===== src/hw/rtl/pimap_pkg.sv =====
`default_nettype none
package pimap_pkg;

    // register slots on the configuration port, word index
    typedef enum logic [2:0] {
        REG_MASK_HI     = 3'd0,
        REG_MASK_MID    = 3'd1,
        REG_MASK_LO     = 3'd2,
        REG_MASK_PIN    = 3'd3,
        REG_GIC_HANDLE  = 3'd4,
        REG_MAP_ENABLE  = 3'd5,
        REG_ENTRY_COUNT = 3'd6
    } t_reg;

    // request operation codes
    localparam logic OP_WRITE  = 1'b0;
    localparam logic OP_LOOKUP = 1'b1;

    // interrupt decode limits
    localparam logic [31:0] IRQ_TYPE_SPI = 32'd0;
    localparam logic [31:0] IRQ_TYPE_PPI = 32'd1;
    localparam logic [31:0] SPI_LIMIT    = 32'd988;
    localparam logic [31:0] SPI_BASE     = 32'd32;
    localparam logic [31:0] PPI_LIMIT    = 32'd16;
    localparam logic [31:0] PPI_BASE     = 32'd16;

    // pci address limits
    localparam logic [7:0]  DEV_LIMIT    = 8'd32;
    localparam logic [7:0]  FN_LIMIT     = 8'd8;
    localparam logic [31:0] PIN_MIN      = 32'd1;
    localparam logic [31:0] PIN_MAX      = 32'd4;

    // one stored map entry
    typedef struct packed {
        logic [31:0] unit_hi;
        logic [31:0] unit_mid;
        logic [31:0] unit_lo;
        logic [31:0] pin;
        logic [31:0] parent;
        logic [9:0]  irq;
    } t_entry;

    // what the back end has to do with a request
    typedef enum logic [1:0] {
        CMD_WRITE  = 2'd0,
        CMD_LOOKUP = 2'd1,
        CMD_SKIP   = 2'd2
    } t_cmd_kind;

    // classified request; on lookup entry.unit_hi holds the pci address
    // and entry.pin the requested pin
    typedef struct packed {
        t_cmd_kind   kind;
        logic [5:0]  index;
        t_entry      entry;
    } t_cmd;

    // configuration register bank
    typedef struct packed {
        logic [31:0] mask_hi;
        logic [31:0] mask_mid;
        logic [31:0] mask_lo;
        logic [31:0] mask_pin;
        logic [31:0] gic_handle;
        logic        map_enable;
        logic [6:0]  entry_count;
    } t_cfg;

    // parent interrupt cells to controller interrupt number
    function automatic logic [9:0] decode_irq(input logic [31:0] irq_type,
                                              input logic [31:0] irq_number);
        logic [9:0] result;
        result = '0;
        if (irq_type == IRQ_TYPE_SPI && irq_number < SPI_LIMIT) begin
            result = 10'(irq_number + SPI_BASE);
        end else if (irq_type == IRQ_TYPE_PPI && irq_number < PPI_LIMIT) begin
            result = 10'(irq_number + PPI_BASE);
        end
        return result;
    endfunction

endpackage
`default_nettype wire


===== src/hw/rtl/pimap_queue.sv =====
`default_nettype none
module pimap_queue
    import pimap_pkg::*;
(
    input  wire logic i_clk,
    input  wire logic i_rst_n,
    input  wire logic i_push,
    input  wire t_cmd i_data,
    output logic      o_full,
    output logic      o_valid,
    input  wire logic i_pop,
    output t_cmd      o_data
);

    t_cmd       r_slot [2];
    logic       r_wr_ptr;
    logic       r_rd_ptr;
    logic [1:0] r_count;
    logic       do_push;
    logic       do_pop;

    assign o_full  = (r_count == 2'd2);
    assign o_valid = (r_count != 2'd0);
    assign o_data  = r_slot[r_rd_ptr];
    assign do_push = i_push && !o_full;
    assign do_pop  = i_pop && o_valid;

    // two-entry command fifo
    always_ff @(posedge i_clk) begin
        if (!i_rst_n) begin
            r_wr_ptr <= 1'b0;
            r_rd_ptr <= 1'b0;
            r_count  <= 2'd0;
        end else begin
            if (do_push) begin
                r_wr_ptr <= !r_wr_ptr;
            end
            if (do_pop) begin
                r_rd_ptr <= !r_rd_ptr;
            end
            case ({do_push, do_pop})
                2'b10:   r_count <= r_count + 2'd1;
                2'b01:   r_count <= r_count - 2'd1;
                default: r_count <= r_count;
            endcase
        end
    end

    // slot payload
    always_ff @(posedge i_clk) begin
        if (do_push) begin
            r_slot[r_wr_ptr] <= i_data;
        end
    end

endmodule
`default_nettype wire


===== config.mk =====
export PLATFORM = sky130hd
export DESIGN_NAME = pimap_queue
export DESIGN_NICKNAME = d
export VERILOG_FILES = /design/src/hw/rtl/pimap_pkg.sv /design/src/hw/rtl/pimap_queue.sv
export SDC_FILE = /design/constraint.sdc
export NUM_CORES = 1
export LEC_CHECK = 0
export BUFFER_PORTS_ARGS = -buffer_cell sky130_fd_sc_hd__buf_2
export CAP_MARGIN = 40
export CORE_MARGIN = 4
export CORE_UTILIZATION = 56
export CTS_CLUSTER_DIAMETER = 50
export DETAILED_ROUTE_END_ITERATION = 16
export GPL_ROUTABILITY_DRIVEN = 1
export GPL_TIMING_DRIVEN = 1
export PLACE_DENSITY = 0.95
export SYNTH_ARGS = -nofsm -noshare
export SYNTH_HDL_FRONTEND = slang
export SYNTH_SLANG_ARGS = --single-unit

===== constraint.sdc =====
create_clock -name i_clk -period 14.85 [get_ports i_clk]
set_input_delay 2.97 -clock i_clk [delete_from_list [all_inputs] [get_ports i_clk]]
set_output_delay 2.97 -clock i_clk [all_outputs]
set_load 0.1 [all_outputs]

==> results of run 1 <==
worst paths after layout:
path / startpoint / end / cells after the start
max: register / o_data[64] / 4
min: r_wr_ptr / r_wr_ptr / 2
max reg2reg: r_count[0] / r_slot[0][56] / 6
min reg2reg: r_wr_ptr / r_wr_ptr / 2
critical path: cells and delay by family, from the launching register on:
kind,cells,cell delay [ps]
buf+inv,3,960
flops,1,540
mux,1,420
metrics by stage:
step | utilization (%) | cells | worst slack [ps] | cell area (sq um)
2_1_floorplan | - | 580 | 7200 | 13100
3_3_place_gp | 66.5 | 1239 | 9250 | 15200
3_5_place_dp | 67.2 | 1245 | 9920 | 15300
4_1_cts | 71.7 | 1304 | 9400 | 16400
5_1_grt | 71.7 | 1305 | 9330 | 16400
6_report | 71.7 | 1305 | 9420 | 16400
cell usage after synthesis:
master / n / share of area, %
a21boi_1: 2 / 0.11
edfxtp_1: 356 / 82
or3_1: 2 / 0.095
nand2_1: 1 / 0.029
inv_2: 1 / 0.029
o21ai_0: 2 / 0.076
buf_6: 12 / 1.0
mux2_2: 178 / 15
inv_1: 2 / 0.057
nand2b_2: 1 / 0.067
xnor2_1: 3 / 0.20
nor2b_1: 2 / 0.095
and2_1: 1 / 0.048
or2_2: 1 / 0.048
buf_4: 2 / 0.11
and3_1: 1 / 0.048
ha_1: 1 / 0.095
buf_2: 6 / 0.23
dfxtp_1: 5 / 0.76
o21a_1: 1 / 0.057
cells by family after synthesis:
kind of cell | count (synthesis) | synth area share, %
adder cells (fa/ha/maj) | 1 | 0.0954
multiplexers | 178 | 15.3
AO/OA/AOI/OAI | 5 | 0.248
XOR/XNOR | 3 | 0.200
AND/OR/NAND/NOR | 9 | 0.429
buffers and inverters | 23 | 1.46
flip-flops | 361 | 82.3
sequential cells by signal, indices dropped and copies added, names as in the netlist, named ones only:
signal,count
r_slot,356
r_count,2
r_wr_ptr,1
r_rd_ptr,1
metal layers:
layer	vias to the layer above	part of all wire, %	wire length (um)	global-route usage [%]
met5	-	0.12	32	0
met4	4	3.2	844	7.72
met3	66	7.4	1960	5.15
met2	312	54	14300	36.6
met1	3368	35	9430	22.4
li1	3095	-	-	-
cell type report:
cell class              count  area (sq um)  area share [%]
repair buffers            372          2010            12.3
multi-input cells         196          2140            13.0
diodes                      1          2.50          0.0153
clock inverters            13          76.3           0.466
clock buffers              46           960            5.86
well taps                 313           392            2.39
inverters                   3          16.3          0.0993
flip-flops and latches    361         10800            65.9
==> impl_metrics.yaml, run 1 <==
synth:
  netlist-cell-type-count: 20
  ys_seq_area_share_pct: 82.3
  syn-cell-area_sq_um: 13100
  syn_avg_cell_area_sq_um: 22.6
  yosys_warnings: 0
  synthCells: 580
  ys_seq_elements: 361
  synth_fp_nets: 763
floorplan:
  dieWidth_um: 161
  ios: 362
  core_region_area_sq_um: 22800
  num_rows: 55
  die_area_sq_um: 25900
  die_h_um: 161
  start_util_pct: 57.4
sta:
  setup_viol: 0
  timing.final.max_slew_violations: 0
  max_freq_mhz: 184
  relSlewSlack_pct: 65.2
  rsz0062_at_grt: "false"
  whs_ps: 532
  fin_skew_ps: 9.89
  worst_pin_slew_ps: 526
  fin_crit_ps: 5430
  fin_setup_tns_ps: 0
  finalHoldViolations: 0
  post-route-period-util_pct: 36.6
cts:
  cts_tree: "done"
  ctsHtreeMaxLevel: 2
  cts_inserted_buffers: 36
  cts_setup_buffers: 0
  cts_num_sinks: 361
  cts_root_buffer: "clkbuf_16"
  clkLatencyLatePin_ps: 490
  ctsHoldBuffers: 0
  post_cts_resize_count: 0
  cts.path.max_buffers: 3
  cts.clk_slew.worst_paths_ps: 60
place:
  place_congestion: 0.748
  io_buffers: 361
  dp_hpwl_um: 18300
critical_path:
  crit_fanout: 67
  cp-start-kind: "register"
  r2r_slack_ps: 12450
  crit_arrival_ps: 2460
  path_cells: "buf_4 > buf_16 > mux2_2 > buf_2"
  cp-end-kind: "primary output"
  cp.required_ps: 11880
  crit_path_top_delay_cell: "dfxtp_4"
  path_class: "register to primary output"
  max_stage_delay_ps: 540
detailed_routing:
  drtIter0Drc: 424
  dr.pass1.iters: 4
  detail-route-antenna-nets: 0
  drc: 0
  wl_per_cell_um: 20.4
  route.vias.total: 6845
  vias_per_cell: 5.25
  routed_wl_um: 26600
hold_path:
  min_path_type: "register to register"
cells_and_area:
  layout_common_cells: "buf_2 (361), edfxtp_1 (356), mux2_2 (178)"
  num-nets-final: 1153
  final_common_cell: "buf_2"
  drive_gt1_share_pct: 60.4
  area_delta_synth_final_pct: 25.0
  filler_cell_count: 1353
status:
  outcome: "finished clean"
global_routing:
  grt_pass1_wl_um: 40400
  first_global_vias: 7490
  grt_overflow: 0
  antenna_found_initial: 3
  grt_max_degree: 87
  groute.usage.overall_pct: 20.0
run:
  drv_cap: 0
Power of run 1 is left out: the tool's default activity adds up to more than one toggle a clock period on the data nets, which glitch-free logic cannot reach.
==> inputs of run 2 (changes only) <==
--- a/config.mk
+++ b/config.mk
@@ -8,12 +8,12 @@
 export BUFFER_PORTS_ARGS = -buffer_cell sky130_fd_sc_hd__buf_2
 export CAP_MARGIN = 40
 export CORE_MARGIN = 4
-export CORE_UTILIZATION = 56
+export CORE_UTILIZATION = 52
 export CTS_CLUSTER_DIAMETER = 50
 export DETAILED_ROUTE_END_ITERATION = 16
 export GPL_ROUTABILITY_DRIVEN = 1
 export GPL_TIMING_DRIVEN = 1
-export PLACE_DENSITY = 0.95
+export PLACE_DENSITY = 0.9
 export SYNTH_ARGS = -nofsm -noshare
 export SYNTH_HDL_FRONTEND = slang
 export SYNTH_SLANG_ARGS = --single-unit
==> constraint.sdc (replaced) <==
create_clock -name i_clk -period 5.3 [get_ports i_clk]
set_input_delay 1.06 -clock i_clk [delete_from_list [all_inputs] [get_ports i_clk]]
set_output_delay 1.06 -clock i_clk [all_outputs]
set_load 0.1 [all_outputs]
==> run 2 against run 1 <==
  * Count of clock-buffer cells in the layout decreased by 2
  * Register-to-register slack got worse by 9300 ps
  * Die area increased by 7.3%
  * Critical path depth decreased by 1
  * Worst setup slack got worse by 7800 ps
  * Cell area increased by 0.31%
  * Clock skew increased by 6.1 ps
  * Routed wire length increased by 5.2%
  * Critical path type unchanged
==> impl_metrics.yaml, run 2 (synthesized netlist as in run 1, its figures left out) <==
cts:
  cts_num_sinks: 361
  clkLatencyLatePin_ps: 500
  ctsHoldBuffers: 0
  post_cts_resize_count: 0
  ctsHtreeMaxLevel: 2
  cts.clk_slew.worst_paths_ps: 60
  cts_root_buffer: "clkbuf_16"
  cts_setup_buffers: 0
  cts_tree: "done"
  cts.path.max_buffers: 3
  cts_inserted_buffers: 37
floorplan:
  ios: 362
  die_h_um: 167
  dieWidth_um: 167
  core_region_area_sq_um: 24500
  start_util_pct: 53.5
  num_rows: 57
  die_area_sq_um: 27800
detailed_routing:
  routed_wl_um: 28000
  drc: 0
  dr.pass1.iters: 7
  wl_per_cell_um: 21.1
  detail-route-antenna-nets: 0
  drtIter0Drc: 567
  route.vias.total: 6890
  vias_per_cell: 5.19
run:
  drv_cap: 0
sta:
  post-route-period-util_pct: 69.4
  relSlewSlack_pct: 44.2
  setup_viol: 0
  finalHoldViolations: 0
  fin_crit_ps: 3680
  fin_skew_ps: 15.9
  max_freq_mhz: 272
  timing.final.max_slew_violations: 0
  rsz0062_at_grt: "false"
  worst_pin_slew_ps: 836
  fin_ws_ps: 1620
  fin_setup_tns_ps: 0
global_routing:
  first_global_vias: 7356
  grt_max_degree: 95
  antenna_found_initial: 8
  grt_overflow: 0
  grt_pass1_wl_um: 41700
  groute.usage.overall_pct: 19.2
hold_path:
  min_path_type: "register to register"
cells_and_area:
  drive_gt1_share_pct: 60.6
  design_area_sq_um: 16400
  top_regs: "r_slot: 356 flops, r_count: 2 flops"
  layout_common_cells: "buf_2 (361), edfxtp_1 (356), mux2_2 (178)"
  largest_reg_flops: 356
  area_delta_synth_final_pct: 25.3
  final_common_cell: "buf_2"
  filler_cell_count: 1579
  num-nets-final: 1149
  largest_register: "r_slot"
place:
  place_congestion: 0.850
  place_area_sq_um: 15300
  io_buffers: 361
  dp_hpwl_um: 19100
  pre_cts_slack_ps: 2150
critical_path:
  crit_fanout: 48
  path_class: "register to primary output"
  cp-end-kind: "primary output"
  cp-start-kind: "register"
  cp.required_ps: 4240
  crit_arrival_ps: 2620
status:
  outcome: "finished clean"
-- run 2: per-layer routing --
metal / share of wire (%) / GRT usage (%) / routed length (um)
met1: 35 / 21.5 / 9780
met2: 54 / 34.8 / 15100
met3: 7.8 / 5.59 / 2180
met4: 3.3 / 7.68 / 933
met5: 0 / 0 / 0
-- run 2: worst max-delay path, cell delays in order (launching register included) --
cell,delay (ps)
dfxtp_4,760
buf_4,600
mux2_2,410
buf_2,290
-- run 2: final timing paths --
check             start             end  slack, ps  cells past startpoint
min reg2reg    r_wr_ptr        r_wr_ptr        540                      2
max reg2reg  r_count[0]  r_slot[1][101]       3130                      3
max            register      o_data[95]       1620                      3
min            r_wr_ptr        r_wr_ptr        540                      2
-- run 2: metrics by stage --
step / std cells / util, % / hold WS (ps)
floorplan: 580 / - / 457
global placement: 1251 / 62.2 / 470
global route: 1326 / 67.0 / 543
CTS: 1318 / 66.9 / 532
detailed placement: 1251 / 62.2 / 516
finish: 1327 / 67.0 / 536
-- run 2: layout make-up --
cell class                      instances  area [sq um]  share of cell area [%]
Inverter                                3          15.0                  0.0913
Timing Repair Buffer                  367          1900                    11.6
Multi-Input combinational cell        196          2140                    13.0
Antenna cell                            9          22.5                   0.137
Tap cell                              324           405                    2.47
Clock buffer                           44           995                    6.05
Sequential cell                       361         10800                    65.7
Clock inverter                         23           166                    1.01
Power of run 2 is left out for the same reason.
