### config.mk
export PLATFORM = sky130hd
export DESIGN_NAME = pimap_front
export DESIGN_NICKNAME = d
export VERILOG_FILES = /design/src/hw/rtl/pimap_pkg.sv /design/src/hw/rtl/pimap_front.sv
export SDC_FILE = /design/constraint.sdc
export NUM_CORES = 1
export LEC_CHECK = 0
export ABC_CLOCK_PERIOD_IN_PS = 1940
export BUFFER_PORTS_ARGS = -buffer_cell sky130_fd_sc_hd__buf_4
export CORE_AREA = 2 2 232 234
export DETAILED_ROUTE_END_ITERATION = 8
export DIE_AREA = 0 0 234 236
export GPL_TIMING_DRIVEN = 0
export SLEW_MARGIN = 0
export SYNTH_ARGS = -nofsm -noshare
export SYNTH_HDL_FRONTEND = slang
export SYNTH_SLANG_ARGS = --single-unit
### constraint.sdc
create_clock -name vclk -period 1.94
set_clock_uncertainty 0.2 [all_clocks]
set_input_delay 0.097 -clock vclk [all_inputs]
set_output_delay 0.097 -clock vclk [all_outputs]
set_load 0.01 [all_outputs]
### src/hw/rtl/pimap_pkg.sv
`default_nettype none
package pimap_pkg;

    // register slots on the configuration port, word index
    typedef enum logic [2:0] {
        REG_MASK_HI     = 3'd0,
        REG_MASK_MID    = 3'd1,
        REG_MASK_LO     = 3'd2,
        REG_MASK_PIN    = 3'd3,
        REG_GIC_HANDLE  = 3'd4,
        REG_MAP_ENABLE  = 3'd5,
        REG_ENTRY_COUNT = 3'd6
    } t_reg;

    // request operation codes
    localparam logic OP_WRITE  = 1'b0;
    localparam logic OP_LOOKUP = 1'b1;

    // interrupt decode limits
    localparam logic [31:0] IRQ_TYPE_SPI = 32'd0;
    localparam logic [31:0] IRQ_TYPE_PPI = 32'd1;
    localparam logic [31:0] SPI_LIMIT    = 32'd988;
    localparam logic [31:0] SPI_BASE     = 32'd32;
    localparam logic [31:0] PPI_LIMIT    = 32'd16;
    localparam logic [31:0] PPI_BASE     = 32'd16;

    // pci address limits
    localparam logic [7:0]  DEV_LIMIT    = 8'd32;
    localparam logic [7:0]  FN_LIMIT     = 8'd8;
    localparam logic [31:0] PIN_MIN      = 32'd1;
    localparam logic [31:0] PIN_MAX      = 32'd4;

    // one stored map entry
    typedef struct packed {
        logic [31:0] unit_hi;
        logic [31:0] unit_mid;
        logic [31:0] unit_lo;
        logic [31:0] pin;
        logic [31:0] parent;
        logic [9:0]  irq;
    } t_entry;

    // what the back end has to do with a request
    typedef enum logic [1:0] {
        CMD_WRITE  = 2'd0,
        CMD_LOOKUP = 2'd1,
        CMD_SKIP   = 2'd2
    } t_cmd_kind;

    // classified request; on lookup entry.unit_hi holds the pci address
    // and entry.pin the requested pin
    typedef struct packed {
        t_cmd_kind   kind;
        logic [5:0]  index;
        t_entry      entry;
    } t_cmd;

    // configuration register bank
    typedef struct packed {
        logic [31:0] mask_hi;
        logic [31:0] mask_mid;
        logic [31:0] mask_lo;
        logic [31:0] mask_pin;
        logic [31:0] gic_handle;
        logic        map_enable;
        logic [6:0]  entry_count;
    } t_cfg;

    // parent interrupt cells to controller interrupt number
    function automatic logic [9:0] decode_irq(input logic [31:0] irq_type,
                                              input logic [31:0] irq_number);
        logic [9:0] result;
        result = '0;
        if (irq_type == IRQ_TYPE_SPI && irq_number < SPI_LIMIT) begin
            result = 10'(irq_number + SPI_BASE);
        end else if (irq_type == IRQ_TYPE_PPI && irq_number < PPI_LIMIT) begin
            result = 10'(irq_number + PPI_BASE);
        end
        return result;
    endfunction

endpackage
`default_nettype wire

### src/hw/rtl/pimap_front.sv
`default_nettype none
module pimap_front
    import pimap_pkg::*;
#(
    parameter int unsigned MAP_ENTRIES = 64
) (
    input  wire logic        i_op,
    input  wire logic [5:0]  i_entry_index,
    input  wire logic [31:0] i_unit_hi,
    input  wire logic [31:0] i_unit_mid,
    input  wire logic [31:0] i_unit_lo,
    input  wire logic [31:0] i_pin,
    input  wire logic [31:0] i_parent_handle,
    input  wire logic [31:0] i_irq_type,
    input  wire logic [31:0] i_irq_number,
    input  wire logic [7:0]  i_bus,
    input  wire logic [7:0]  i_device,
    input  wire logic [7:0]  i_function_req,
    input  wire t_cfg        i_cfg,
    output t_cmd             o_cmd
);

    logic        slot_ok;
    logic        lookup_ok;
    logic [31:0] pci_addr;

    // write slot inside the table
    assign slot_ok = 11'(i_entry_index) < 11'(MAP_ENTRIES);

    // lookup admission checks
    assign lookup_ok = i_cfg.map_enable && (i_cfg.gic_handle != '0)
                    && (i_device < DEV_LIMIT) && (i_function_req < FN_LIMIT)
                    && (i_pin >= PIN_MIN) && (i_pin <= PIN_MAX);

    // bus << 16 | device << 11 | function << 8
    assign pci_addr = {8'd0, i_bus, i_device[4:0], i_function_req[2:0], 8'd0};

    // classify the request
    always_comb begin
        o_cmd.index          = i_entry_index;
        o_cmd.entry.unit_mid = i_unit_mid;
        o_cmd.entry.unit_lo  = i_unit_lo;
        o_cmd.entry.pin      = i_pin;
        o_cmd.entry.parent   = i_parent_handle;
        o_cmd.entry.irq      = decode_irq(i_irq_type, i_irq_number);
        if (i_op == OP_WRITE) begin
            o_cmd.kind          = slot_ok ? CMD_WRITE : CMD_SKIP;
            o_cmd.entry.unit_hi = i_unit_hi;
        end else begin
            o_cmd.kind          = lookup_ok ? CMD_LOOKUP : CMD_SKIP;
            o_cmd.entry.unit_hi = pci_addr;
        end
    end

endmodule
`default_nettype wire

==> flow_metrics.tcl, run 1 <==
set metrics [dict create \
    final_antenna_net_count 0 \
    critPathMaxFanout 5 \
    fin_ws_ns -0.0725 \
    grt_usage_pct 4.06 \
    syn-num-nets 681 \
    ioPinCount 601 \
    drtIter0Drc 21 \
    period_needed_ns 2.01 \
    path_depth 7 \
    grtUsageMet2_pct 9.16 \
    place_congestion 0.959 \
    slowest_delay_ns 0.56 \
    ys_seq_area_share_pct 0 \
    max_slew.worst_pin.slew_ns 0.619 \
    synth_area_mm2 0.00189 \
    path_cells "buf_6 > nor4_4 > nand4_1 > or4_4 > buf_6 > nor3b_4 > buf_6" \
    gr-usage-met3_pct 1.47 \
    worstPathArrival_ns 1.72 \
    violations "setup timing" \
    cpMaxStageDelayCell "or4_4" \
    p_seq_share_pct 0 \
    cp.required_ns 1.64 \
    drc 0 \
    regArea_um2 0 \
    stdcell_count 1322 \
    core_region_area_mm2 0.0531 \
    die_w_um 234 \
    postCtsSetupBuffers 0 \
    nClkBuffers 0 \
    cp-end-kind "primary output" \
    placedInstanceArea_mm2 0.00548 \
    viasPerCell 2.40 \
    timing.hold.ws_ns 0.170 \
    finalHoldViolCount 0 \
    grt_max_degree 11 \
    grt_pass1_wl_um 16800 \
    finalInstanceArea_mm2 0.00569 \
    path_buf_inv 3 \
    cap_violations 0 \
    power_frac_comb_pct 100.0 \
    swShare_pct 34.7 \
    switchingPower_uw 369 \
    maxSlewHeadroom_pct 58.7 \
    fp-row-count 85 \
    final_max_slew_viol_count 0 \
    setup_viol 6 \
    startpoint_type "primary input" \
    nFlopsAndLatches 0 \
    p_int_uw 693 \
    area_delta_synth_final_pct 201 \
    synth_cell_types 33 \
    period_share_pct 104 \
    min_path_type "in2out" \
    dieHeight_um 236 \
    clkPwrFrac_pct 0 \
    antenna_found_initial 8 \
    worstSetupPathType "in2out" \
    grt_pass1_vias 3173 \
    yosysWarnings 0 \
    drive_above_1_share_pct 86.7 \
    wl_per_cell_um 10.3 \
    grt-busiest-layer "met2" \
    use_met1_pct 2.37 \
    outcome "complete, but fails checks" \
    tns_ns -0.235 \
    final_nets 1047 \
    syn_area_per_cell_um2 7.43 \
    leakagePower_uw 0.00268 \
    grt-ovfl-total 0 \
    die_area_mm2 0.0552 \
    p_per_area_mw_per_mm2 187 \
    cpLargestDelayFamily "simple AND/OR/NAND/NOR gates" \
    clock.fmax_mhz 497 \
    holdPathStages 2 \
    port_buffers 363 \
    dp.cells 1313 \
    hpwl_um 12500 \
    crit_top_cell "buf_6" \
    p_total_uw 1060 \
    initial_core_util_pct 3.56 \
    rsz0062_at_grt "true" \
    vias 3173 \
    vdd_ir_drop_max_mv 0.0757 \
    fillCellCount 6116 \
    first_pass_iters 4 \
    routed_wl_um 13600 \
    netlist_instances 254 \
]
routing by layer:
layer	up-vias	part of all wire, %	routed length [um]
met2	290	59	8000
met3	14	15	1990
met5	-	0	0
met1	1381	23	3060
li1	1488	-	-
met4	0	4.1	554
layout by cell type (no fill, tap or decap), types with 2 or more instances in the layout:
| cell type | instances |
|---|---|
| nor2b_1 | 16 |
| nor4b_1 | 2 |
| inv_1 | 3 |
| nor3_1 | 3 |
| diode_2 | 8 |
| ha_1 | 4 |
| nor2_2 | 2 |
| nor3_2 | 3 |
| nor4_1 | 20 |
| nor4_4 | 6 |
| nor2_1 | 4 |
| xor2_1 | 3 |
| nor3b_2 | 3 |
| nand4_1 | 6 |
| nand3_1 | 2 |
| buf_6 | 13 |
| buf_4 | 486 |
| nor4_2 | 2 |
| mux2_2 | 16 |
| and4_1 | 2 |
| clkbuf_1 | 3 |
| nand2_1 | 3 |
power by group through the flow:
stage / clock network [uW] / registers (uW) / logic, uW
floorplan: 0 / 0 / 402
global placement: 0 / 0 / 1030
detailed placement: 0 / 0 / 1040
CTS: 0 / 0 / 1060
global route: 0.000553 / 0 / 1130
finish: 0.000556 / 0 / 1060
logic make-up (layout without fill, tap and decap cells):
logic type / count (synthesis) / in the layout / share of synthesized area, %
buf+inv: 142 / 506 / 55.3
simple gates: 80 / 80 / 27.8
mux: 16 / 16 / 9.54
compound gates: 9 / 9 / 3.38
fa+ha+maj: 4 / 4 / 2.65
xor+xnor: 3 / 3 / 1.39
other cells: 0 / 8 / 0
synthesized netlist by cell type (2+ instances only):
cell | number | area (um^2)
nor4_1 | 27 | 169
buf_4 | 134 | 1010
nor3_1 | 5 | 25.0
nand2_1 | 3 | 11.3
xor2_1 | 3 | 26.3
clkbuf_1 | 3 | 11.3
nor4b_1 | 2 | 17.5
nor2b_1 | 16 | 100
nand4_1 | 6 | 37.5
nor2_1 | 6 | 22.5
nor3b_2 | 4 | 50.1
ha_1 | 4 | 50.1
and4_1 | 2 | 17.5
mux2_2 | 16 | 180
inv_1 | 3 | 11.3
a21oi_1 | 2 | 10.0
nand3_1 | 2 | 10.0
worst paths after layout:
path / from / endpoint / slack, ns
max: i_irq_type[3] / o_cmd[3] / -0.07
min: i_unit_lo[20] / o_cmd[94] / 0.17
what timing repair did:
| action | CTS | global route |
|---|---|---|
| gates cloned | 1 | 0 |
| setup endpoints to repair | 12 | 10 |
| gates resized for setup | 19 | 16 |
| hold buffers | 0 | 0 |
| pin swaps | 6 | 8 |
per-stage QoR:
| step | util (%) | setup slack, ns |
|---|---|---|
| after detailed placement | 10.3 | -0.167 |
| after floorplan | - | 0.209 |
| after CTS | 10.5 | -0.0554 |
| after global routing | 10.7 | -0.102 |
| final | 10.7 | -0.0725 |
| after global placement | 10.3 | -0.126 |
area by class of cell:
cell class	count	area (um^2)	share of cell area, %
repair buffers	364	2780	48.8
multi-input cells	112	976	17.2
diodes	8	20.0	0.352
inverters	3	11.3	0.198
plain buffers	139	1030	18.1
well taps	696	871	15.3
Note: power is estimated with default switching activity, not from simulation.
==> inputs of run 2 (changes only) <==
--- a/config.mk
+++ b/config.mk
@@ -11,6 +11,7 @@
 export DETAILED_ROUTE_END_ITERATION = 8
 export DIE_AREA = 0 0 234 236
 export GPL_TIMING_DRIVEN = 0
+export SETUP_SLACK_MARGIN = 0.05
 export SLEW_MARGIN = 0
 export SYNTH_ARGS = -nofsm -noshare
 export SYNTH_HDL_FRONTEND = slang
==> run 2 against run 1 <==
The run still ends with setup timing left. Sequential cell count unchanged. Maximum frequency increased by 0.94%. Critical path depth unchanged. Via count increased by 0.19%. Design area increased by 0.31%. Worst hold slack barely moved. Critical endpoint unchanged. Largest cell class unchanged.
==> flow_metrics.tcl, run 2 (synthesis gave the netlist of run 1 again) <==
set metrics [dict create \
    nClkBuffers 0 \
    drtIter0Drc 26 \
    regArea_um2 0 \
    viasPerCell 2.40 \
    cp-end-kind "primary output" \
    final_nets 1047 \
    max_slew.worst_pin.slew_ns 0.619 \
    grt_pass1_wl_um 16800 \
    port_buffers 363 \
    final_cell_mix "485 x buf_4, 19 x nor4_1, 16 x mux2_2, 16 x nor2b_1, 14 x buf_6" \
    startpoint_type "primary input" \
    period_share_pct 103 \
    grt_usage_pct 4.07 \
    worstSetupPathType "in2out" \
    clock.fmax_mhz 502 \
    hpwl_um 12500 \
    outcome "complete, but fails checks" \
    cap_violations 0 \
    nFlopsAndLatches 0 \
    fp-row-count 85 \
    grt_max_degree 11 \
    first_pass_iters 4 \
    min_path_type "in2out" \
    place_congestion 0.959 \
    rsz0062_at_grt "true" \
    maxSlewHeadroom_pct 58.8 \
    dieHeight_um 236 \
    fin_ws_ns -0.0537 \
    place_ws_ns -0.167 \
    hold_end "o_cmd[94]" \
    drive_above_1_share_pct 86.7 \
    routed_wl_um 13600 \
    drc 0 \
    fin_util_pct 10.8 \
    holdPathStages 2 \
    grt-ovfl-total 0 \
    core_region_area_mm2 0.0531 \
    final_antenna_net_count 0 \
    hold_buffers 0 \
    period_needed_ns 1.99 \
    vdd_ir_drop_max_mv 0.0761 \
    cp.required_ns 1.64 \
    hold_path_startpoint "i_unit_lo[20]" \
    tns_ns -0.153 \
    critPathMaxFanout 5 \
    postCtsSetupBuffers 0 \
    ioPinCount 601 \
    antenna_found_initial 8 \
    die_area_mm2 0.0552 \
    setup_viol 5 \
    initial_core_util_pct 3.56 \
    violations "setup timing" \
    wl_per_cell_um 10.3 \
    leakagePower_uw 0.00269 \
    grt_pass1_vias 3182 \
    p_per_area_mw_per_mm2 186 \
    area_delta_synth_final_pct 202 \
    vias 3179 \
    final_max_slew_viol_count 0 \
    final_common_cell "buf_4" \
    finalHoldViolCount 0 \
    die_w_um 234 \
    worstPathArrival_ns 1.70 \
]
[run 2: cell type report]
cell class,count,area (um^2)
inverter,3,11.3
antenna,8,20.0
fill,6114,47400
multi-input combinational,112,990
tap,696,871
timing repair buffer,364,2780
buffer,139,1030
[run 2: how the worst max path moves through the flow]
stage	from	endpoint	slack (ns)	depth (start not counted)
finish	i_irq_type[3]	o_cmd[3]	-0.05	7
global route	i_irq_type[25]	o_cmd[3]	-0.1	7
floorplan	i_irq_number[27]	o_cmd[8]	0.21	5
CTS	i_irq_type[3]	o_cmd[3]	-0.06	7
detailed placement	i_irq_type[1]	o_cmd[3]	-0.17	7
global placement	i_irq_type[1]	o_cmd[3]	-0.13	7
[run 2: worst max-delay path: stages]
cell	delay, ns
buf_6	0.10
nor4_4	0.25
nand4_1	0.20
or4_4	0.55
buf_6	0.16
nor3b_4	0.21
buf_6	0.13
[run 2: metrics by stage]
| step | cells | power [uW] | hold slack [ns] | area (um^2) |
|---|---|---|---|---|
| floorplan | 254 | 402 | 0.0858 | 1890 |
| global placement | 1313 | 1030 | 0.171 | 5480 |
| detailed placement | 1313 | 1040 | 0.171 | 5480 |
| CTS | 1314 | 1060 | 0.171 | 5620 |
| global route | 1322 | 1130 | 0.173 | 5710 |
| finish | 1322 | 1060 | 0.170 | 5710 |
[run 2: what timing repair did]
| action | in CTS | in global routing |
|---|---|---|
| resized for setup | 25 | 12 |
| pin swaps | 9 | 7 |
| cloned | 1 | 0 |
| endpoints found under the setup margin | 12 | 10 |
[run 2: power breakdown]
group	internal, uW	switching (uW)
registers	0	0
clock network	0.000556	0
logic	694	368
[run 2: metal layers]
layer  global-route usage [%]  vias up  routed length (um)
met1                     2.61     1390                3280
met4                     2.55        0                 554
li1                         -     1489                   -
met3                     1.08       14                1720
met2                     9.20      286                8040
met5                        0        -                   0
